--- src/sv/tma_pkg.sv ---
// ----------------------------------------------------------------------------
// tma_pkg - shared types, constants and helpers
// Widths, step counts and small arithmetic helpers for the trajectory
// metric accumulator.
// ----------------------------------------------------------------------------
`default_nettype none

package tma_pkg;

    localparam int SAMPLE_W  = 32;
    localparam int FRAC_BITS = 16;
    localparam int DT_W      = 16;
    localparam int TIME_W    = 32;
    localparam int SUM_W     = 63;

    // shared multiplier: 33 x 33 unsigned
    localparam int MUL_W  = SAMPLE_W + 1;
    localparam int PROD_W = 2 * MUL_W;

    // square root of a 66-bit sum of squares gives 33 bits
    localparam int ROOT_W     = PROD_W / 2;
    localparam int ROOT_REM_W = ROOT_W + 3;

    // trapezoid: (cur + prev) * dt / 2000, dividend 49 bits
    localparam int TRAP_DIV = 2000;
    localparam int QUOT_W   = MUL_W + DT_W;
    localparam int DREM_W   = 11;

    // divide by 2000 one 17-bit digit at a time: the partial dividend is the
    // running remainder followed by the next digit, and its quotient digit
    // comes from a reciprocal multiply on the shared multiplier. The shift is
    // the partial dividend width plus the divisor's bit length, which keeps
    // the reciprocal product exact for every partial dividend.
    localparam int DIGIT_W    = 17;
    localparam int DIV_DIGITS = 3;
    localparam int DVD_W      = DIGIT_W * DIV_DIGITS;
    localparam int DIV_V_W    = DREM_W + DIGIT_W;
    localparam int DIV_SHIFT  = DIV_V_W + DREM_W;
    localparam int DIG_CNT_W  = 2;
    localparam logic [MUL_W-1:0] DIV_RECIP =
        MUL_W'(((64'd1 << DIV_SHIFT) + 64'(TRAP_DIV) - 64'd1) / 64'(TRAP_DIV));
    localparam logic [DIG_CNT_W-1:0] DIV_LAST = DIG_CNT_W'(DIV_DIGITS - 1);

    localparam int CNT_W = 6;
    localparam logic [CNT_W-1:0] ROOT_STEPS = CNT_W'(ROOT_W);

    localparam logic [SUM_W-1:0]  SUM_MAX  = '1;
    localparam logic [TIME_W-1:0] TIME_MAX = '1;

    typedef enum logic [3:0] {
        S_IDLE,
        S_MUL_X,
        S_MUL_Y,
        S_MUL_Z,
        S_MUL_LAT,
        S_ROOT_GO,
        S_ROOT_WAIT,
        S_MUL_L,
        S_DIV_L,
        S_WAIT_L,
        S_MUL_T,
        S_DIV_T,
        S_WAIT_T,
        S_DONE
    } tma_state_t;

    // |a - b| of two signed samples
    function automatic logic [SAMPLE_W-1:0] abs_diff(input logic [SAMPLE_W-1:0] a,
                                                     input logic [SAMPLE_W-1:0] b);
        logic [SAMPLE_W:0] d;
        logic [SAMPLE_W:0] m;
        d = {a[SAMPLE_W-1], a} - {b[SAMPLE_W-1], b};
        m = d[SAMPLE_W] ? (~d + 1'b1) : d;
        return m[SAMPLE_W-1:0];
    endfunction

    // magnitude of a signed sample, most negative value exact
    function automatic logic [SAMPLE_W-1:0] abs_val(input logic [SAMPLE_W-1:0] a);
        return a[SAMPLE_W-1] ? (~a + 1'b1) : a;
    endfunction

    // saturating add to a 63-bit total
    function automatic logic [SUM_W-1:0] sat_add(input logic [SUM_W-1:0] sum,
                                                 input logic [SUM_W-1:0] inc);
        logic [SUM_W:0] s;
        s = {1'b0, sum} + {1'b0, inc};
        return (s[SUM_W] || (s[SUM_W-1:0] == SUM_MAX)) ? SUM_MAX : s[SUM_W-1:0];
    endfunction

endpackage

`default_nettype wire

--- src/sv/tma_mul.sv ---
// ----------------------------------------------------------------------------
// tma_mul - shared multiplier
// Unsigned 33 x 33 multiply with a registered product, ready in the cycle after its operands.
// ----------------------------------------------------------------------------
`default_nettype none

module tma_mul (
    input  wire logic                        clk,
    input  wire logic [tma_pkg::MUL_W-1:0]   a,
    input  wire logic [tma_pkg::MUL_W-1:0]   b,
    output logic      [tma_pkg::PROD_W-1:0]  prod
);
    import tma_pkg::*;

    logic [PROD_W-1:0] prod_reg;

    // product register
    always_ff @(posedge clk)
    begin
        prod_reg <= {{MUL_W{1'b0}}, a} * {{MUL_W{1'b0}}, b};
    end

    assign prod = prod_reg;

endmodule

`default_nettype wire

--- config.mk ---
export PLATFORM = sky130hd
export DESIGN_NAME = tma_mul
export DESIGN_NICKNAME = d
export VERILOG_FILES = /design/src/sv/tma_pkg.sv /design/src/sv/tma_mul.sv
export SDC_FILE = /design/constraint.sdc
export NUM_CORES = 2
export LEC_CHECK = 0
export ABC_AREA = 1
export ABC_CLOCK_PERIOD_IN_PS = 10000
export BUFFER_PORTS_ARGS = -buffer_cell sky130_fd_sc_hd__buf_2
export CAP_MARGIN = 5
export CORE_UTILIZATION = 55
export DETAILED_ROUTE_END_ITERATION = 16
export PLACE_DENSITY = 0.81
export SYNTH_ARGS = -nofsm -noshare
export SYNTH_HDL_FRONTEND = slang
export SYNTH_SLANG_ARGS = --single-unit
export TNS_END_PERCENT = 5
--- constraint.sdc ---
create_clock -name clk -period 10 [get_ports clk]
set_input_delay 1.5 -clock clk [delete_from_list [all_inputs] [get_ports clk]]
set_output_delay 1.5 -clock clk [all_outputs]
set_load 0.02 [all_outputs]
Word-level counts from Yosys, hierarchy flattened
Index checks and enable logic that the tools add are counted.
{"block": "totals", "ff_bits": 66, "inputBits": 67, "output_inout_bits": 66}
{"block": "classes", "multipliers": 1}
{"op": "33-bit by 33-bit multiplier with 66-bit output", "count": 1}

Depth between registers and ports, before layout
{"block": "depth", "word_depth": 1, "ltp_mapped": 33, "mapped_depth_nobuf": 31}

Worst setup path after synthesis
No wires, ideal clock.
{"block": "synth_path", "kind": "input port to flip-flop", "start": "in a[29] (netlist bit)", "end": "reg prod_reg[64] (netlist: prod[64])", "t_arrival_ns": 7.446, "required_ns": 9.888, "setup_slack_ns": 2.441, "path_stages": 27, "n_path_buf": 2, "path_cell_list": "clkbuf_1 clkbuf_1 nand2_1 fa_1 inv_1 fa_1 fa_1 inv_1 fa_1 inv_1 fa_1 fa_1 fa_1 inv_1 fa_1 inv_1 ha_1 nand2_2 inv_1 a21oi_1 nand2_1 nand2_1 nand2_1 a21oi_1 nand2_1 nand2_1 nand2_1"}
{"block": "synth_between", "elab_chain_len": 1}
{"element": "start, declared", "line_no": "tma_mul.sv:9", "source": "input wire logic [tma_pkg::MUL_W-1:0] a,"}
{"element": "33-bit by 33-bit multiplier with 66-bit output", "line_no": "tma_mul.sv:20", "source": "prod_reg <= {{MUL_W{1'b0}}, a} * {{MUL_W{1'b0}}, b};"}
{"element": "end signal, assigned", "line_no": "tma_mul.sv:20"}
{"element": "end, declared", "line_no": "tma_mul.sv:15", "source": "logic [PROD_W-1:0] prod_reg;"}
No other way between the ends.

Worst setup path after layout
{"block": "layout_path", "start": "in b[9] (netlist bit)", "end": "reg prod_reg[32] (netlist: prod[32])"}
{"block": "layout_between", "elab_chain_len": 1}
{"element": "start, declared", "line_no": "tma_mul.sv:10", "source": "input wire logic [tma_pkg::MUL_W-1:0] b,"}
{"element": "33-bit by 33-bit multiplier with 66-bit output", "line_no": "tma_mul.sv:20"}
No other way between the ends.

==> impl_summary.txt <==
----------------------------------------------------
[STA]
  Unrepaired setup endpoints after global routing ... false
  Time the final worst path needs with I/O delays and setup ... 8.317 ns
  Fin. max-slew vios ... 0
  Final setup vio count ... 0
  Worst slew slack as a fraction of its limit ... 39.34%
  Tightest Pin Transition ... 0.9100 ns
  Highest Clock Rate ... 120.2 MHz
  Final worst path period share ... 83.17%
  Setup total negative slack ... 0 ns
  Total count of hold-check failures in the final report ... 0

[Setup path]
  Worst Setup Path Type ... input port to flip-flop
  Category of the worst setup path capture point ... flip-flop
  CP Launch Type ... input port
  Required time of the worst setup path ... 10.23 ns
  Arrival time reported for the critical path endpoint ... 8.55 ns
  CP Max Fanout ... 33

[Detailed routing]
  Wire length the detailed router placed on met1 ... 41060 um
  Top layer reached by signal wires ... met5
  Antenna-violating nets left ... 0
  Via count ... 31925
  Sum of met2 wire segment lengths after detailed routing ... 51550 um
  Number of DRC violations after detailed-routing iteration 0 ... 2846
  Routed length per placed instance ... 17.43 um
  Wirelength, routed ... 109300 um
  Wire length on met3 ... 12290 um
  Remaining DRCs ... 0
  Iteration count of the initial detailed-routing pass ... 6
  Via count normalized by instance count ... 5.093

[Synthesis]
  Synth cell count leaders ... inv_1 (1892), nand2_1 (1652), fa_1 (958), ha_1 (265), clkbuf_1 (264)
  Count of yosys warnings during synthesis ... 0
  Portion of synthesized cell area occupied by the leading cell type ... 48.16%
  Synth unique cells ... 29
  Async set-or-reset flop fraction in the synthesized netlist ... 0%
  Count of flip-flops with a built-in enable after synthesis ... 0
  Register area share after synthesis ... 3.318%
  Leading post-synthesis cells by cell area ... fa_1 (48%), inv_1 (18%), nand2_1 (16%)
  Most repeated cell in the gate-level netlist after synthesis ... inv_1
  Synth Instances ... 5406
  Area leader, netlist ... fa_1
  #FFs+latches synth ... 66
  Syn_area_per_cell ... 7.366 um2
  Synthesized Nets ... 6696
  Commonest register cell after synthesis ... dfxtp_1
  Mapped cell area ... 0.03982 mm2

[Floorplan]
  Height of the die ... 271.1 um
  Cell Rows ... 98
  CORE AREA ... 0.07161 mm2
  Initial cell density of the core ... 55.61%
  Total Die Area ... 0.07348 mm2
  Horizontal die dimension ... 271.1 um
  Io pins ... 133

[CTS]
  CTS tree ... done
  Number of levels the H-tree was split into ... 3
  CTS Sinks ... 66
  Clock slew at reported path FFs ... 0.06 ns
  Post-CTS repair timing setup buffer count ... 0
  Clock buffers created by TritonCTS ... 9
  Root Buffer ... clkbuf_16
  Maximum buffer depth of the clock tree ... 2
  Post-CTS Hold Fix Bufs ... 0
  Number of gates resized after CTS ... 0

[Placed design]
  Placer's final routability congestion estimate ... 0.9740
  Port buffer count ... 132
  Estimated wirelength of the detail-placed design ... 92520 um

[Global routing]
  Global-route usage over all layers ... 31.21%
  Remaining Overflow, GRT ... 0
  Number of antenna violations at the first check in global routing ... 4
  Pin count of the biggest net entering global routing ... 34
  Wire length of the first global-routing pass ... 178600 um
  Number of global-route vias before repair ... 33902

[Layout]
  Multi-input logic area ... 0.03037 mm2
  Flip-flop count of the largest register, all copies and words added ... 66
  Share of final-layout standard cells stronger than drive strength 1 ... 4.100%
  Area Overhead vs Synth ... 3.381%
  Register area ... 0.001321 mm2
  Number of nets at the end of the flow ... 6602
  Count of fill cells added during filler insertion ... 6450

[Run]
  Count of max-cap constraint violations ... 0

[Status]
  Outcome ... completed

[Min path]
  Hold Crit Class ... input port to flip-flop

----------------------------------------------------
per-stage QoR:
| stage | cell area (um2) | utilization [%] | setup WS, ns | instances | hold WS, ns |
|---|---|---|---|---|---|
| after global placement | 40880 | 57.09 | 1.407 | 6251 | 1.916 |
| after floorplan | 39820 | - | 2.441 | 5406 | 1.769 |
| after detailed placement | 40880 | 57.09 | 1.410 | 6251 | 1.915 |
| final | 41160 | 57.49 | 1.683 | 6269 | 1.729 |
| after global routing | 41160 | 57.48 | 1.445 | 6267 | 1.783 |
| after CTS | 41160 | 57.48 | 1.730 | 6267 | 1.716 |
worst paths after layout:
path	slack, ns	cells after the start	start	endpoint
worst max-delay path	1.68	21	b[9]	prod[32]$_DFF_P_
worst min-delay path	1.73	3	b[0]	prod[0]$_DFF_P_
worst max-delay path: stages:
cell	delay, ns
buf_2	0.63
nand2_1	0.18
fa_1	0.57
fa_1	0.54
fa_1	0.53
fa_1	0.53
inv_1	0.06
fa_1	0.58
fa_1	0.45
fa_1	0.59
inv_1	0.07
fa_1	0.48
inv_1	0.04
ha_1	0.35
nand2_1	0.13
nor2_1	0.22
inv_1	0.08
nor2_1	0.27
a21oi_1	0.11
nand2_1	0.26
xor2_1	0.31
layout make-up:
class                   instances  area share (%)
diodes                          2         0.01216
multi-input cells            3174           73.77
clock buffers                  11          0.5897
well taps                     950           2.888
flip-flops and latches         66           3.210
repair buffers                159           2.097
inverters                    1902           17.34
clock inverters                 5         0.09119
per-layer routing:
metal,vias to the layer above,GRT usage (%)
met1,15590,40.29
met5,-,0
met2,1716,51.70
met4,6,10.87
li1,14337,-
met3,276,6.941
cells in the final DEF (no fill, tap or decap), drive strengths merged, types with 2 or more instances in the layout:
cell type  instances
diode              2
nor3              14
nand2           1657
xnor2              5
nor2             111
fa               958
nand4             13
xor2              31
ha               265
clkinvlp           2
inv             1904
nand3             59
clkbuf            11
o21bai            10
buf              159
a21oi             42
o21ai              4
dfxtp             66
cells by family (layout without fill, tap and decap cells):
kind of cell | count (synthesis) | count (layout) | synth area share, %
AOI/OAI and AO/OA | 57 | 57 | 0.8044
xor gates and xnor gates | 36 | 36 | 0.7918
adders and majority gates | 1223 | 1223 | 56.49
buffers and inverters | 2166 | 2077 | 20.42
DFF | 66 | 66 | 3.318
other | 0 | 2 | 0
and+or+nand+nor | 1858 | 1858 | 18.18
Power is left out: the tool's default activity adds up to more than one toggle a clock period on the data nets, which glitch-free logic cannot reach.
