<file path="config.mk">
export PLATFORM = sky130hd
export DESIGN_NAME = tma_sqrt
export DESIGN_NICKNAME = d
export VERILOG_FILES = /design/src/sv/tma_pkg.sv /design/src/sv/tma_sqrt.sv
export SDC_FILE = /design/constraint.sdc
export NUM_CORES = 1
export LEC_CHECK = 0
export ABC_AREA = 1
export BUFFER_PORTS_ARGS = -buffer_cell sky130_fd_sc_hd__buf_2
export CAP_MARGIN = 20
export CORE_MARGIN = 2
export CORE_UTILIZATION = 40
export CTS_CLUSTER_DIAMETER = 80
export DETAILED_ROUTE_END_ITERATION = 10
export GPL_TIMING_DRIVEN = 0
export PLACE_DENSITY = 0.63
export SYNTH_ARGS = -nofsm -noshare
export SYNTH_HDL_FRONTEND = slang
export SYNTH_SLANG_ARGS = --single-unit
</file>
<file path="constraint.sdc">
create_clock -name clk -period 2.8 [get_ports clk]
set_input_delay 0.28 -clock clk [delete_from_list [all_inputs] [get_ports clk]]
set_output_delay 0.28 -clock clk [all_outputs]
set_load 0.01 [all_outputs]
</file>
<file path="src/sv/tma_pkg.sv">
// ----------------------------------------------------------------------------
// tma_pkg - shared types, constants and helpers
// Widths, step counts and small arithmetic helpers for the trajectory
// metric accumulator.
// ----------------------------------------------------------------------------
`default_nettype none

package tma_pkg;

    localparam int SAMPLE_W  = 32;
    localparam int FRAC_BITS = 16;
    localparam int DT_W      = 16;
    localparam int TIME_W    = 32;
    localparam int SUM_W     = 63;

    // shared multiplier: 33 x 33 unsigned
    localparam int MUL_W  = SAMPLE_W + 1;
    localparam int PROD_W = 2 * MUL_W;

    // square root of a 66-bit sum of squares gives 33 bits
    localparam int ROOT_W     = PROD_W / 2;
    localparam int ROOT_REM_W = ROOT_W + 3;

    // trapezoid: (cur + prev) * dt / 2000, dividend 49 bits
    localparam int TRAP_DIV = 2000;
    localparam int QUOT_W   = MUL_W + DT_W;
    localparam int DREM_W   = 11;

    // divide by 2000 one 17-bit digit at a time: the partial dividend is the
    // running remainder followed by the next digit, and its quotient digit
    // comes from a reciprocal multiply on the shared multiplier. The shift is
    // the partial dividend width plus the divisor's bit length, which keeps
    // the reciprocal product exact for every partial dividend.
    localparam int DIGIT_W    = 17;
    localparam int DIV_DIGITS = 3;
    localparam int DVD_W      = DIGIT_W * DIV_DIGITS;
    localparam int DIV_V_W    = DREM_W + DIGIT_W;
    localparam int DIV_SHIFT  = DIV_V_W + DREM_W;
    localparam int DIG_CNT_W  = 2;
    localparam logic [MUL_W-1:0] DIV_RECIP =
        MUL_W'(((64'd1 << DIV_SHIFT) + 64'(TRAP_DIV) - 64'd1) / 64'(TRAP_DIV));
    localparam logic [DIG_CNT_W-1:0] DIV_LAST = DIG_CNT_W'(DIV_DIGITS - 1);

    localparam int CNT_W = 6;
    localparam logic [CNT_W-1:0] ROOT_STEPS = CNT_W'(ROOT_W);

    localparam logic [SUM_W-1:0]  SUM_MAX  = '1;
    localparam logic [TIME_W-1:0] TIME_MAX = '1;

    typedef enum logic [3:0] {
        S_IDLE,
        S_MUL_X,
        S_MUL_Y,
        S_MUL_Z,
        S_MUL_LAT,
        S_ROOT_GO,
        S_ROOT_WAIT,
        S_MUL_L,
        S_DIV_L,
        S_WAIT_L,
        S_MUL_T,
        S_DIV_T,
        S_WAIT_T,
        S_DONE
    } tma_state_t;

    // |a - b| of two signed samples
    function automatic logic [SAMPLE_W-1:0] abs_diff(input logic [SAMPLE_W-1:0] a,
                                                     input logic [SAMPLE_W-1:0] b);
        logic [SAMPLE_W:0] d;
        logic [SAMPLE_W:0] m;
        d = {a[SAMPLE_W-1], a} - {b[SAMPLE_W-1], b};
        m = d[SAMPLE_W] ? (~d + 1'b1) : d;
        return m[SAMPLE_W-1:0];
    endfunction

    // magnitude of a signed sample, most negative value exact
    function automatic logic [SAMPLE_W-1:0] abs_val(input logic [SAMPLE_W-1:0] a);
        return a[SAMPLE_W-1] ? (~a + 1'b1) : a;
    endfunction

    // saturating add to a 63-bit total
    function automatic logic [SUM_W-1:0] sat_add(input logic [SUM_W-1:0] sum,
                                                 input logic [SUM_W-1:0] inc);
        logic [SUM_W:0] s;
        s = {1'b0, sum} + {1'b0, inc};
        return (s[SUM_W] || (s[SUM_W-1:0] == SUM_MAX)) ? SUM_MAX : s[SUM_W-1:0];
    endfunction

endpackage

`default_nettype wire

</file>
<file path="src/sv/tma_sqrt.sv">
// ----------------------------------------------------------------------------
// tma_sqrt - iterative integer square root
// Floor square root of a 66-bit radicand, two radicand bits a cycle.
// ----------------------------------------------------------------------------
`default_nettype none

module tma_sqrt (
    input  wire logic                         clk,
    input  wire logic                         rst_n,
    input  wire logic                         start,
    input  wire logic [tma_pkg::PROD_W-1:0]   radicand,
    output logic                              done,
    output logic      [tma_pkg::ROOT_W-1:0]   root
);
    import tma_pkg::*;

    logic [PROD_W-1:0]     rad_reg;
    logic [ROOT_REM_W-1:0] rem_reg;
    logic [ROOT_W-1:0]     root_reg;
    logic [CNT_W-1:0]      cnt_reg;
    logic                  run_reg;
    logic                  done_reg;

    logic [ROOT_REM_W-1:0] rem_sh;
    logic [ROOT_REM_W-1:0] trial;
    logic                  fits;

    // one restoring step
    assign rem_sh = {rem_reg[ROOT_REM_W-3:0], rad_reg[PROD_W-1:PROD_W-2]};
    assign trial  = {1'b0, root_reg, 2'b01};
    assign fits   = (rem_sh >= trial);

    // control
    always_ff @(posedge clk or negedge rst_n)
    begin
        if (!rst_n)
        begin
            run_reg  <= 1'b0;
            done_reg <= 1'b0;
            cnt_reg  <= '0;
        end
        else
        begin
            done_reg <= 1'b0;
            if (start)
            begin
                run_reg <= 1'b1;
                cnt_reg <= '0;
            end
            else if (run_reg)
            begin
                cnt_reg <= cnt_reg + 1'b1;
                if (cnt_reg == ROOT_STEPS - 1'b1)
                begin
                    run_reg  <= 1'b0;
                    done_reg <= 1'b1;
                end
            end
        end
    end

    // datapath
    always_ff @(posedge clk)
    begin
        if (start)
        begin
            rad_reg  <= radicand;
            rem_reg  <= '0;
            root_reg <= '0;
        end
        else if (run_reg)
        begin
            rad_reg  <= {rad_reg[PROD_W-3:0], 2'b00};
            rem_reg  <= fits ? (rem_sh - trial) : rem_sh;
            root_reg <= {root_reg[ROOT_W-2:0], fits};
        end
    end

    assign done = done_reg;
    assign root = root_reg;

endmodule

`default_nettype wire

</file>
Yosys cells after proc, flatten, opt, wreduce, memory -nomap -nowiden
Index checks and enable logic that the tools add are counted.

word-level totals
  output and inout bits = 34
  register bits after elaboration = 141
  logic and storage cells = 22
  input port bits = 69

cells by class
  reduce and logical (&&, ||, !) cells = 1
  eq/ne operators = 1
  muxes and demuxes = 11
  add/sub/neg operators = 2
  $lt $le $gt $ge = 1

operator list
  kind                                                           count
  66-bit 2-to-1 mux                                              2
  36-bit by 35-bit >= comparator with 1-bit output               1
  34-bit 2-to-1 mux                                              1
  34-bit subtractor                                              1
  6-bit 2-to-1 mux                                               2
  6-bit by 1-bit adder with 6-bit output, second input constant  1
  6-bit == test, second input constant                           1
  1-bit 2-to-1 mux                                               6
  2-bit nonzero test                                             1

Depth between registers and ports, before layout
  depth in word-level cells = 4
  gate-level depth with buffers = 17

Least setup slack after synthesis
Ideal clock, no wire load.

  path kind = input port to flip-flop
  from = input start
  to = register rad_reg[0] (enable)
  cell stages on the path = 4
  library setup time = 0.456 ns
  arrival = 2.763 ns
  slack = -0.419 ns
  cell sequence = clkbuf_1 nor2_1 clkinv_1 clkbuf_1

on the way
  longest elaborated chain between the ends = 1

ends and longest elaborated chain
  item                          line            text
  start, declared               tma_sqrt.sv:10  input wire logic start,
  2-bit nonzero test (no line)  -
  end signal, assigned          tma_sqrt.sv:67  rad_reg <= radicand;
  end signal, assigned          tma_sqrt.sv:73  rad_reg <= {rad_reg[PROD_W-3:0], 2'b00};
  end, declared                 tma_sqrt.sv:17  logic [PROD_W-1:0] rad_reg;

No other way between the ends.
A chain may end at the register's enable or synchronous reset.

Final worst setup path
  from = register root_reg[21] (netlist: root[21])
  to = register rem_reg[23]

on the way
  longest elaborated chain between the ends = 2
  elaborated cells between the ends (all ways) = 3

ends and longest elaborated chain
  item                                                                                          line                            text
  start, declared                                                                               tma_sqrt.sv:19                  logic [ROOT_W-1:0] root_reg;
  start signal, assigned                                                                        tma_sqrt.sv:75                  root_reg <= {root_reg[ROOT_W-2:0], fits};
  34-bit subtractor / 36-bit by 35-bit >= comparator with 1-bit output (equally long branches)  tma_sqrt.sv:74, tma_sqrt.sv:31
  34-bit 2-to-1 mux (*)                                                                         tma_sqrt.sv:74                  rem_reg <= fits ? (rem_sh - trial) : rem_sh;
  end signal, assigned                                                                          tma_sqrt.sv:74
  end, declared                                                                                 tma_sqrt.sv:18                  logic [ROOT_REM_W-1:0] rem_reg;

Mark *: on every way between the ends. The rest lies on a longest branch, timed or not.

==> results by group <==
Timing
  • Final WS setup: ~250 ps
  • Clk_skew: ~11 ps
  • Min cycle time layout: around 2600 ps
  • Fin. Hold Viols: 0
  • Final period util: roughly nine tenths
  • Final setup fails: 0
  • Worst Tran Pin Value: roughly 850 ps
  • Slew Viols, Final: 0
  • Hold slack: roughly 110 ps
  • Unrepaired setup endpoints after global routing: false
  • Slew HR: a little over two fifths
  • Max Clock Freq: 391.7 MHz

Critical path
  • Critical Path Fanout Max: 10
  • Highest cell delay on the worst timing path: around 370 ps
  • Critical-path cell list: inv_1 > ha_1 > a21oi_1 > nand2_1 > nand2_1 > nand2_1 > nand2_1 > nand3_1 > a21oi_4 > buf_4 > nand3b_1 > nand3_1 > nand2_1
  • Worst r2r src: root[21]
  • CP max-delay cell: ha_1
  • FF-to-FF End: rem_reg[23]
  • Crit path capture type: flop
  • CP Launch Type: flop
  • Worst Setup Path Type: reg -> reg
  • Most used cell, CP: nand2_1
  • Critical Path AT: about 2900 ps
  • Worst Path Required: between 3000 and 4000 ps
  • Register-to-Register Path Depth: 13
  • R2R setup slack: around 250 ps

Clocking
  • CTS max path bufs: 2
  • Total CTS buffers: 17
  • CTS tree: done
  • H-Tree Depth: 4
  • Clk sink count: 141
  • Clk root buf: clkbuf_16
  • Skew-Pair Late Insertion Delay: 430 ps
  • # resized after CTS: 0
  • Clk slew on worst S/H paths: approximately 80 ps

Route
  • DR vias: 7686
  • DRC viols: 0
  • Total wire length: around 23000 um
  • Routed len/inst: approximately 14 um
  • DR vias/cell: 4.727
  • Drt first pass iters: 4
  • Post-route ant nets: 0
  • Initial DRC count: roughly 390

Floorplanning
  • Core box area: around 0.021 sq mm
  • Die width: approximately 150 um
  • # rows: 53
  • IO Pins: slightly above 100
  • Die area: roughly 0.022 sq mm
  • Height of the die: 150.0 um
  • Initial core utilization: roughly two fifths

Global route
  • First-pass GRT wire length: approximately 37000 um
  • Largest net degree at the start of global routing: 49
  • Overall routing resource usage: between 20% and 30%
  • Initial antenna violation count: 1
  • Grt total ovfl: 0
  • Vias in the first global route: 7493

Power and ir drop
  • Net switching power: approximately 0.0052 W
  • Int Pwr: roughly 0.0057 W
  • Flop pwr share: between 20% and 30%
  • Switching share of power: around 47%
  • Power per cell area: ~1100 mW/mm^2
  • Logic pwr share: 54.4%
  • Clock share of power: a little over a fifth
  • Pleak: about 5.3 nW
  • Peak VDD IR: 0.4795 mV

Finish
  • Ratio of cells with drive above 1 in the final layout: between 10% and 20%
  • Commonest non-fill, non-tap cell in the layout: nand2_1
  • Most frequent cells in the layout: nand2_1, inv_1, buf_2
  • Nets: around 1400
  • Layout Cells excl Fill: between 1500 and 2000
  • Antenna diodes: 0
  • Layout area overhead: 17.55%
  • Max reg flops: 66

Synthesis
  • Synth Register Bits: around 140
  • Synthesized area per cell: 7.011 sq um
  • Synth async-reset ratio: under 10%
  • Sequential area share after synthesis: 41.33%
  • Top_reg_cell synth: dfxtp_1
  • Syn Nets: about 1300
  • Post-synth EDFFs: 66
  • Post-synth top area share: 24.83%
  • Post-Synthesis Cell Area: between 0.008 and 0.009 sq mm
  • Yosys warns: 0
  • Post-synth top area cell: nand2_1
  • Syn Inst Count: 1216
  • Synth unique cells: 36
  • Synth area leaders: nand2_1, edfxtp_1, dfxtp_1, inv_1, ha_1

Flow run
  • Max Cap Violations: 0

Worst hold path
  • Hold_sp: radicand[50]
  • Hold Path Depth: 3
  • End of the worst hold path: rad_reg[50]
  • Hold Path Class: in -> reg

Placement
  • Dpl hpwl: ~18000 um
  • Dpl cells: between 1500 and 2000
  • Place WS: around 240 ps
  • Port bufs: slightly above 100
  • GPL Wtd Cong: between 0.9 and 1

Status
  • Outcome: completed
-- power groups by stage --
stage	Clock (W)	Combinational (W)	Sequential (W)
5_1_grt	0.00244	0.00670	0.00269
3_5_place_dp	0	0.00589	0.00269
2_1_floorplan	0	0.00449	0.00265
3_3_place_gp	0	0.00587	0.00269
4_1_cts	0.00235	0.00592	0.00265
6_report	0.00231	0.00592	0.00265
-- what timing repair did --
item | in CTS | in global routing
hold endpoints to repair | 8 | 0
hold buffers | 1 | 0
buffers inserted | 0 | 0
-- kinds of logic after synthesis --
family / after synthesis / share of synthesized area, %
buffers and inverters: 190 / 9.128
adders and majority gates: 37 / 5.430
DFF: 141 / 41.33
xor gates and xnor gates: 15 / 1.541
AOI/OAI and AO/OA: 81 / 5.665
and+or+nand+nor: 752 / 36.91
-- stage by stage --
| stage | util, % | total power [W] | setup TNS (ps) | area, sq um |
|---|---|---|---|---|
| finish | 47.83 | 0.01089 | 0 | 10020 |
| detailed placement | 44.89 | 0.008587 | 0 | 9407 |
| global route | 47.83 | 0.01183 | 0 | 10020 |
| CTS | 47.83 | 0.01092 | 0 | 10020 |
| global placement | 44.75 | 0.008557 | -37730 | 9376 |
| floorplan | - | 0.007142 | 0 | 8527 |
-- cells in the mapped netlist, types with 3 or more instances --
cell and instances:
clkbuf_1 21, buf_6 6, nor2_2 5, nand2_2 15, o21bai_1 6, nand3b_1 13
xor2_1 11, nor3_1 8, xnor2_1 4, dfrtp_1 8, a21oi_1 29, dfxtp_1 67
nand3_2 9, ha_1 37, inv_1 153, nand2_1 564, nand4_1 12, nor2_1 59
o22ai_1 32, buf_1 3, o21ai_0 12, nand3_1 59, edfxtp_1 66
-- layer usage --
metal / up-vias / GRT usage (%) / part of all wire (%) / wire length, um
met5: - / 0 / 0.057 / 13
met1: 3450 / 27.27 / 48 / 10900
met4: 2 / 4.623 / 1.1 / 254
li1: 4072 / - / - / -
met3: 20 / 4.634 / 4.2 / 969
met2: 142 / 36.32 / 47 / 10680
-- final cells by class --
type / count / area (sq um)
Fill cell: 2179 / 10930
Timing Repair Buffer: 103 / 543.0
Multi-Input combinational cell: 885 / 4224
Tap cell: 275 / 344.1
Buffer: 34 / 196.4
Inverter: 156 / 585.6
Clock inverter: 15 / 180.2
Clock buffer: 17 / 425.4
Sequential cell: 141 / 3523
-- critical path: cells and delay by family, from the launching register on --
kind,cells,cell delay (ps)
adder cells (fa/ha/maj),1,370
AO/OA/AOI/OAI,2,630
flip-flops,1,320
buffers and inverters,2,370
AND/OR/NAND/NOR,8,740
-- how the worst max path moves through the flow --
stage,from,endpoint,slack (ps),cells after the start
after global placement,start,rad_reg[23],-510,4
final,root[21],rem_reg[23],250,13
after global routing,root[21],rem_reg[23],80,13
after CTS,root[21],rem_reg[23],260,13
after floorplan,start,rad_reg[0],550,4
after detailed placement,start,rad_reg[24],240,5
Power figures use the tool's default switching activity.
