File: src/sv/tma_pkg.sv
// ----------------------------------------------------------------------------
// tma_pkg - shared types, constants and helpers
// Widths, step counts and small arithmetic helpers for the trajectory
// metric accumulator.
// ----------------------------------------------------------------------------
`default_nettype none

package tma_pkg;

    localparam int SAMPLE_W  = 32;
    localparam int FRAC_BITS = 16;
    localparam int DT_W      = 16;
    localparam int TIME_W    = 32;
    localparam int SUM_W     = 63;

    // shared multiplier: 33 x 33 unsigned
    localparam int MUL_W  = SAMPLE_W + 1;
    localparam int PROD_W = 2 * MUL_W;

    // square root of a 66-bit sum of squares gives 33 bits
    localparam int ROOT_W     = PROD_W / 2;
    localparam int ROOT_REM_W = ROOT_W + 3;

    // trapezoid: (cur + prev) * dt / 2000, dividend 49 bits
    localparam int TRAP_DIV = 2000;
    localparam int QUOT_W   = MUL_W + DT_W;
    localparam int DREM_W   = 11;

    // divide by 2000 one 17-bit digit at a time: the partial dividend is the
    // running remainder followed by the next digit, and its quotient digit
    // comes from a reciprocal multiply on the shared multiplier. The shift is
    // the partial dividend width plus the divisor's bit length, which keeps
    // the reciprocal product exact for every partial dividend.
    localparam int DIGIT_W    = 17;
    localparam int DIV_DIGITS = 3;
    localparam int DVD_W      = DIGIT_W * DIV_DIGITS;
    localparam int DIV_V_W    = DREM_W + DIGIT_W;
    localparam int DIV_SHIFT  = DIV_V_W + DREM_W;
    localparam int DIG_CNT_W  = 2;
    localparam logic [MUL_W-1:0] DIV_RECIP =
        MUL_W'(((64'd1 << DIV_SHIFT) + 64'(TRAP_DIV) - 64'd1) / 64'(TRAP_DIV));
    localparam logic [DIG_CNT_W-1:0] DIV_LAST = DIG_CNT_W'(DIV_DIGITS - 1);

    localparam int CNT_W = 6;
    localparam logic [CNT_W-1:0] ROOT_STEPS = CNT_W'(ROOT_W);

    localparam logic [SUM_W-1:0]  SUM_MAX  = '1;
    localparam logic [TIME_W-1:0] TIME_MAX = '1;

    typedef enum logic [3:0] {
        S_IDLE,
        S_MUL_X,
        S_MUL_Y,
        S_MUL_Z,
        S_MUL_LAT,
        S_ROOT_GO,
        S_ROOT_WAIT,
        S_MUL_L,
        S_DIV_L,
        S_WAIT_L,
        S_MUL_T,
        S_DIV_T,
        S_WAIT_T,
        S_DONE
    } tma_state_t;

    // |a - b| of two signed samples
    function automatic logic [SAMPLE_W-1:0] abs_diff(input logic [SAMPLE_W-1:0] a,
                                                     input logic [SAMPLE_W-1:0] b);
        logic [SAMPLE_W:0] d;
        logic [SAMPLE_W:0] m;
        d = {a[SAMPLE_W-1], a} - {b[SAMPLE_W-1], b};
        m = d[SAMPLE_W] ? (~d + 1'b1) : d;
        return m[SAMPLE_W-1:0];
    endfunction

    // magnitude of a signed sample, most negative value exact
    function automatic logic [SAMPLE_W-1:0] abs_val(input logic [SAMPLE_W-1:0] a);
        return a[SAMPLE_W-1] ? (~a + 1'b1) : a;
    endfunction

    // saturating add to a 63-bit total
    function automatic logic [SUM_W-1:0] sat_add(input logic [SUM_W-1:0] sum,
                                                 input logic [SUM_W-1:0] inc);
        logic [SUM_W:0] s;
        s = {1'b0, sum} + {1'b0, inc};
        return (s[SUM_W] || (s[SUM_W-1:0] == SUM_MAX)) ? SUM_MAX : s[SUM_W-1:0];
    endfunction

endpackage

`default_nettype wire

File: src/sv/tma_div.sv
// ----------------------------------------------------------------------------
// tma_div - divide by the trapezoid constant
// Reciprocal multiplication on the shared multiplier, one 17-bit quotient
// digit per issue and collect phase, three digits for the 49-bit dividend.
// ----------------------------------------------------------------------------
`default_nettype none

module tma_div (
    input  wire logic                         clk,
    input  wire logic                         rst_n,
    input  wire logic                         start,
    input  wire logic [tma_pkg::QUOT_W-1:0]   dividend,
    input  wire logic [tma_pkg::PROD_W-1:0]   prod,
    output logic      [tma_pkg::MUL_W-1:0]    mul_a,
    output logic      [tma_pkg::MUL_W-1:0]    mul_b,
    output logic                              done,
    output logic      [tma_pkg::QUOT_W-1:0]   quotient
);
    import tma_pkg::*;

    logic [DVD_W-1:0]     dvd_reg;
    logic [DVD_W-1:0]     quot_reg;
    logic [DREM_W-1:0]    rem_reg;
    logic [DIV_V_W-1:0]   part_reg;
    logic [DIG_CNT_W-1:0] cnt_reg;
    logic                 run_reg;
    logic                 phase_reg;
    logic                 done_reg;

    logic [DIV_V_W-1:0]   part;
    logic [DIGIT_W-1:0]   q_digit;
    logic [DIV_V_W-1:0]   q_ext;
    logic [DIV_V_W-1:0]   q_scaled;
    logic [DIV_V_W-1:0]   rem_full;

    // partial dividend: running remainder followed by the next digit
    assign part  = {rem_reg, dvd_reg[DVD_W-1 -: DIGIT_W]};
    assign mul_a = {{(MUL_W-DIV_V_W){1'b0}}, part};
    assign mul_b = DIV_RECIP;

    // quotient digit from the product, remainder by constant multiply
    assign q_digit  = prod[DIV_SHIFT +: DIGIT_W];
    assign q_ext    = {{(DIV_V_W-DIGIT_W){1'b0}}, q_digit};
    assign q_scaled = q_ext * DIV_V_W'(TRAP_DIV);
    assign rem_full = part_reg - q_scaled;

    // control: issue phase then collect phase for each digit
    always_ff @(posedge clk or negedge rst_n)
    begin
        if (!rst_n)
        begin
            run_reg   <= 1'b0;
            phase_reg <= 1'b0;
            done_reg  <= 1'b0;
            cnt_reg   <= '0;
        end
        else
        begin
            done_reg <= 1'b0;
            if (start)
            begin
                run_reg   <= 1'b1;
                phase_reg <= 1'b0;
                cnt_reg   <= '0;
            end
            else if (run_reg)
            begin
                phase_reg <= !phase_reg;
                if (phase_reg)
                begin
                    cnt_reg <= cnt_reg + 1'b1;
                    if (cnt_reg == DIV_LAST)
                    begin
                        run_reg  <= 1'b0;
                        done_reg <= 1'b1;
                    end
                end
            end
        end
    end

    // datapath
    always_ff @(posedge clk)
    begin
        if (start)
        begin
            dvd_reg  <= {{(DVD_W-QUOT_W){1'b0}}, dividend};
            quot_reg <= '0;
            rem_reg  <= '0;
        end
        else if (run_reg && !phase_reg)
        begin
            part_reg <= part;
            dvd_reg  <= {dvd_reg[DVD_W-DIGIT_W-1:0], {DIGIT_W{1'b0}}};
        end
        else if (run_reg)
        begin
            rem_reg  <= rem_full[DREM_W-1:0];
            quot_reg <= {quot_reg[DVD_W-DIGIT_W-1:0], q_digit};
        end
    end

    assign done     = done_reg;
    assign quotient = quot_reg[QUOT_W-1:0];

endmodule

`default_nettype wire

File: config.mk
export PLATFORM = sky130hd
export DESIGN_NAME = tma_div
export DESIGN_NICKNAME = d
export VERILOG_FILES = /design/src/sv/tma_pkg.sv /design/src/sv/tma_div.sv
export SDC_FILE = /design/constraint.sdc
export NUM_CORES = 1
export LEC_CHECK = 0
export ABC_AREA = 1
export BUFFER_PORTS_ARGS = -buffer_cell sky130_fd_sc_hd__buf_2
export CAP_MARGIN = 20
export CELL_PAD_IN_SITES_DETAIL_PLACEMENT = 0
export CELL_PAD_IN_SITES_GLOBAL_PLACEMENT = 1
export CORE_UTILIZATION = 38
export DETAILED_ROUTE_END_ITERATION = 8
export GPL_TIMING_DRIVEN = 0
export PLACE_DENSITY_LB_ADDON = 0.1
export SLEW_MARGIN = 20
export SYNTH_ARGS = -nofsm -noshare
export SYNTH_HDL_FRONTEND = slang
export SYNTH_SLANG_ARGS = --single-unit
File: constraint.sdc
create_clock -name clk -period 3.8 [get_ports clk]
set_input_delay 0.38 -clock clk [delete_from_list [all_inputs] [get_ports clk]]
set_output_delay 0.38 -clock clk [all_outputs]
set_load 0.02 [all_outputs]
* Word-level counts from Yosys, hierarchy flattened
Index checks and enable logic that the tools add are counted.
** Storage, ports and cells
- Bits in registers :: 127
- Output and inout port bits :: 116
** Cells by class
- Add/subtract/negate cells :: 2
- Multiply operators :: 1
- Eq/ne operators :: 1
- Muxes and demuxes :: 15
- Bitwise gates (word level) :: 2
- Reductions and logical operators :: 8
** Operators with widths (number)
- 49-bit 2-to-1 mux :: 2
- 17-bit by 7-bit multiplier with 7-bit output (second input constant) :: 1
- 11-bit subtractor :: 1
- 1-bit 2-to-1 mux :: 10
- 2-bit 2-to-1 mux :: 3
- 2-bit AND reduction :: 3
- 2-bit nonzero test :: 3
- 2-bit by 1-bit adder with 2-bit output (second input constant) :: 1
- 2-bit == test (second input constant) :: 1
- 1-bit NOT :: 2
- 1-bit logical AND :: 1
- 1-bit zero test :: 1

* Logic depth before layout (Yosys ltp)
- Depth in word-level cells :: 5
- Mapped depth :: 19
- Depth with buffers taken out :: 19

* Least setup slack after synthesis
OpenSTA, ideal clock, no wires.
- Path type :: input to register
- Start :: input port prod[39] in the netlist's numbering
- End :: register rem_reg[10]
- Setup time :: 0.109 ns
- Arrival :: 3.446 ns
- Data required time :: 3.691 ns
- Setup slack :: 0.245 ns
- Stages :: 19
- Buffers on the path :: 0
- Cells stage by stage :: ha_1 -> ha_1 -> inv_1 -> fa_1 -> inv_1 -> fa_1 -> ha_1 -> xnor2_1 -> ha_1 -> nand2_1 -> inv_1 -> nand2_1 -> nand2_1 -> a31oi_1 -> inv_1 -> nand3_1 -> nand3_1 -> nand2_1 -> inv_1
** On the way
- Cells in the longest elaborated chain, start to end :: 2
** RTL lines
- from (decl) :: line tma_div.sv:13 : input wire logic [tma_pkg::PROD_W-1:0] prod,
- 17-bit by 7-bit multiplier with 7-bit output :: line tma_div.sv:44 : assign q_scaled = q_ext * DIV_V_W'(TRAP_DIV);
- 11-bit subtractor :: line tma_div.sv:45 : assign rem_full = part_reg - q_scaled;
- to (signal assigned) :: line tma_div.sv:98 : rem_reg <= rem_full[DREM_W-1:0];
- to (decl) :: line tma_div.sv:23 : logic [DREM_W-1:0] rem_reg;
Every way passes these cells.
A chain may end at the register's enable or synchronous reset.

* Worst setup path in the final report
Same ends and word-level chain as after synthesis.

==> reports/summary.log <==
qor: run_status.outcome finished clean
qor: global_route.global_route_wire_length_before_repair 20.9 mm
qor: job.max_cap_viol_count 0
qor: sta.hold_ws 0.225 ns
qor: sta.finalSetupViolations 0
qor: place.dp_hpwl 10.1 mm
qor: floorplanning.die_x_extent 126 um
qor: setup_path.cell_count_of_the_worst_reg_to_reg_path 4
qor: detailed_routing.antenna_left 0
qor: sta.portion_of_the_clock_cycle_consumed_by_the_worst_path_in_the_final_layout 94.1%
qor: place.gp_congestion 0.790
qor: detailed_routing.post-route-drc-count 0
qor: sta.relSlewSlack 52.8%
qor: clocking.clock_transition_at_path_regs 0.06 ns
qor: clocking.cts_setup_buffers 0
qor: clocking.h-tree-depth 4
qor: yosys.synth_top_area_share 30.7%
qor: sta.final_hold_viol_count 0
qor: clocking.cts_tree yes
qor: clocking.cts.sink_count 127
qor: yosys.mappedNetlistArea 5880 um2
qor: yosys.post-synth-top-area-cell edfxtp_1
qor: layout.layout.cells.non_filler 1083
qor: yosys.ys.warnings.count 0
qor: clocking.cts_buffer_depth 2
qor: floorplanning.design.die.area 16000 um2
qor: sta.layout_skew 0.00506 ns
qor: sta.finalWorstPathRequiredPeriod 3.58 ns
qor: clocking.worst_skew_pair.late_latency 0.41 ns
qor: sta.final_critical_path_setup_slack 0.225 ns
qor: min_path.worst_hold_path_type input port to flip-flop
qor: power_and_ir_drop.power.total 4.35 mW
qor: floorplanning.placementRows 45
qor: yosys.synth_most_common_cell nand2_1
qor: setup_path.crit_path_cell_trace buf_2 -> ha_2 -> ha_1 -> inv_1 -> fa_1 -> inv_1 -> fa_1 -> ha_1 -> xnor2_1 -> ha_1 -> nand2_1 -> inv_1 -> nand2_1 -> nand2_1 -> a31oi_2 -> inv_1 -> nand3_1 -> nand3_1 -> nand2_1 -> inv_1
qor: setup_path.timing.critical_path.from_type input port
qor: yosys.postSynth.topFlopCell dfxtp_1
qor: layout.fillCellCount 1476
qor: global_route.gr-usage-all-layers 17.1%
qor: detailed_routing.routed_wl 13.2 mm
qor: yosys.synth_seq_area_share 53.9%
qor: setup_path.crit_fanout 5
qor: setup_path.cp_num_buf_inv 6
qor: layout.drive_above_1_share 28.9%
qor: sta.tightest_slew 0.706 ns
qor: setup_path.crit_arrival 3.88 ns
qor: floorplanning.die_h 126 um
qor: floorplanning.starting_density_of_the_core 38.8%
qor: power_and_ir_drop.powerDensity 569 nW/um2
qor: yosys.synth.cells.most_frequent nand2_1, nor2_1, dfxtp_1
qor: sta.max_freq 280 MHz
qor: floorplanning.design.core.area 15100 um2
qor: setup_path.critical_path.most_common_cell inv_1
qor: setup_path.crit_cells 20
qor: clocking.cts_inserted_buffers 17
qor: yosys.ys_top_cells_by_area edfxtp_1, dfxtp_1, nand2_1
qor: sta.fin_tns_setup 0 ns
qor: yosys.ys_seq_elements 127
qor: setup_path.crit_path_max_incr_delay 0.54 ns
qor: layout.layout-area-overhead-vs-synth 30.0%
qor: layout.design.final.nets 1023
qor: layout.fin_area 7640 um2
qor: floorplanning.floorplan.io_pins 234
qor: yosys.synth_cell_type_count 25
qor: global_route.antenna_violations_before_repair 0
qor: setup_path.critical_path.endpoint_type flip-flop
qor: power_and_ir_drop.leakagePower 4.03 nW
qor: setup_path.required 4.11 ns
qor: detailed_routing.drt_first_pass_iters 5
qor: yosys.synth-async-reset-ratio 3.94%
qor: power_and_ir_drop.vdd_ir_drop_max 0.000331 V
qor: clocking.cts.root.buffer_cell clkbuf_16
qor: place.dp_cells 1050
qor: detailed_routing.routed_via_density 4.35
qor: sta.slew_violations 0
qor: layout.postLayoutCoreUtil 50.4%
qor: layout.antenna_cells 0
qor: setup_path.critical-path-slowest-cell fa_1
qor: global_route.largest_net_degree_at_the_start_of_global_routing 30
qor: detailed_routing.avgRoutedWirePerCell 12.2 um
qor: place.pre_cts_ws -0.251 ns
qor: place.postPlaceCellArea 7000 um2
qor: place.placement.io_buffers 145
qor: setup_path.cp_top_family adder cells
qor: setup_path.path_class input port to flip-flop
qor: min_path.holdPathStages 3
qor: layout.largest_register_ff_count 51
qor: global_route.grt_pass1_vias 4419
qor: detailed_routing.vias 4707
qor: detailed_routing.initialDrtViolationCount 136
qor: yosys.synth-edff-count 60
qor: yosys.synth_area_per_inst 8.64 um2
qor: yosys.post_synth_inst_count 680
qor: global_route.grt-ovfl-total 0
-- worst reg2reg max path: stages, from the launching register on --
cell     delay (ns)
dfrtp_1        0.42
nor2_1         0.13
inv_1          0.11
nand2_2        0.54
buf_16         0.24
-- report_power, final --
group	internal [mW]	total, mW	switching (mW)
clock	1.11	1.68	0.572
combinational	0.362	0.956	0.594
sequential	1.63	1.71	0.0834
-- cells in the final DEF, fill, tap and decap left out, types with 14 or more instances in the layout --
| cell type | instances |
|---|---|
| conb_1 | 38 |
| nand2_1 | 167 |
| clkbuf_1 | 14 |
| clkbuf_16 | 17 |
| nor2_1 | 114 |
| buf_2 | 161 |
| buf_4 | 57 |
| o21ai_0 | 61 |
| ha_1 | 18 |
| edfxtp_1 | 60 |
| inv_1 | 58 |
| dfxtp_1 | 62 |
-- area by class of cell --
class / instances / area [um2] / share of cell area [%]
Multi-Input combinational cell: 446 / 2090 / 27.3
Clock buffer: 21 / 450 / 5.90
Tap cell: 188 / 235 / 3.08
Clock inverter: 11 / 164 / 2.15
Sequential cell: 127 / 3170 / 41.5
Timing Repair Buffer: 147 / 763 / 9.99
Inverter: 59 / 221 / 2.90
Buffer: 84 / 549 / 7.19
-- timing repair --
action,CTS,global route
hold endpoints to repair,5,0
setup endpoints to repair,0,1
resized for setup,0,2
hold buffers,1,0
-- path summary, 6_finish.rpt --
kind / start / endpoint / slack (ns)
setup / recovery: prod[39] / rem_reg[10] / 0.22
hold / removal: dividend[4] / dvd_reg[4] / 0.22
setup reg to reg: phase_reg / dvd_reg[26] / 2.06
hold reg to reg: dvd_reg[32] / dvd_reg[49] / 0.44
max in group asynchronous: rst_n / run_reg / 3.32
min in group asynchronous: rst_n / done / 0.35
-- per-layer routing --
metal	share of wire [%]	global-route usage, %	vias up
met2	50	30.1	130
met4	1.6	7.16	0
li1	-	-	2469
met1	43	19.4	2093
met5	0	0	-
met3	5.7	4.72	15
-- logic make-up after synthesis --
logic type | Yosys count | share of synthesized area, %
buffers and inverters | 143 | 13.1
AOI/OAI and AO/OA | 77 | 6.71
other | 2 | 0.128
xor gates and xnor gates | 5 | 0.745
adders and majority gates | 23 | 5.41
and+or+nand+nor | 303 | 20.0
DFF | 127 | 53.9
(Power assumes the default switching activity.)
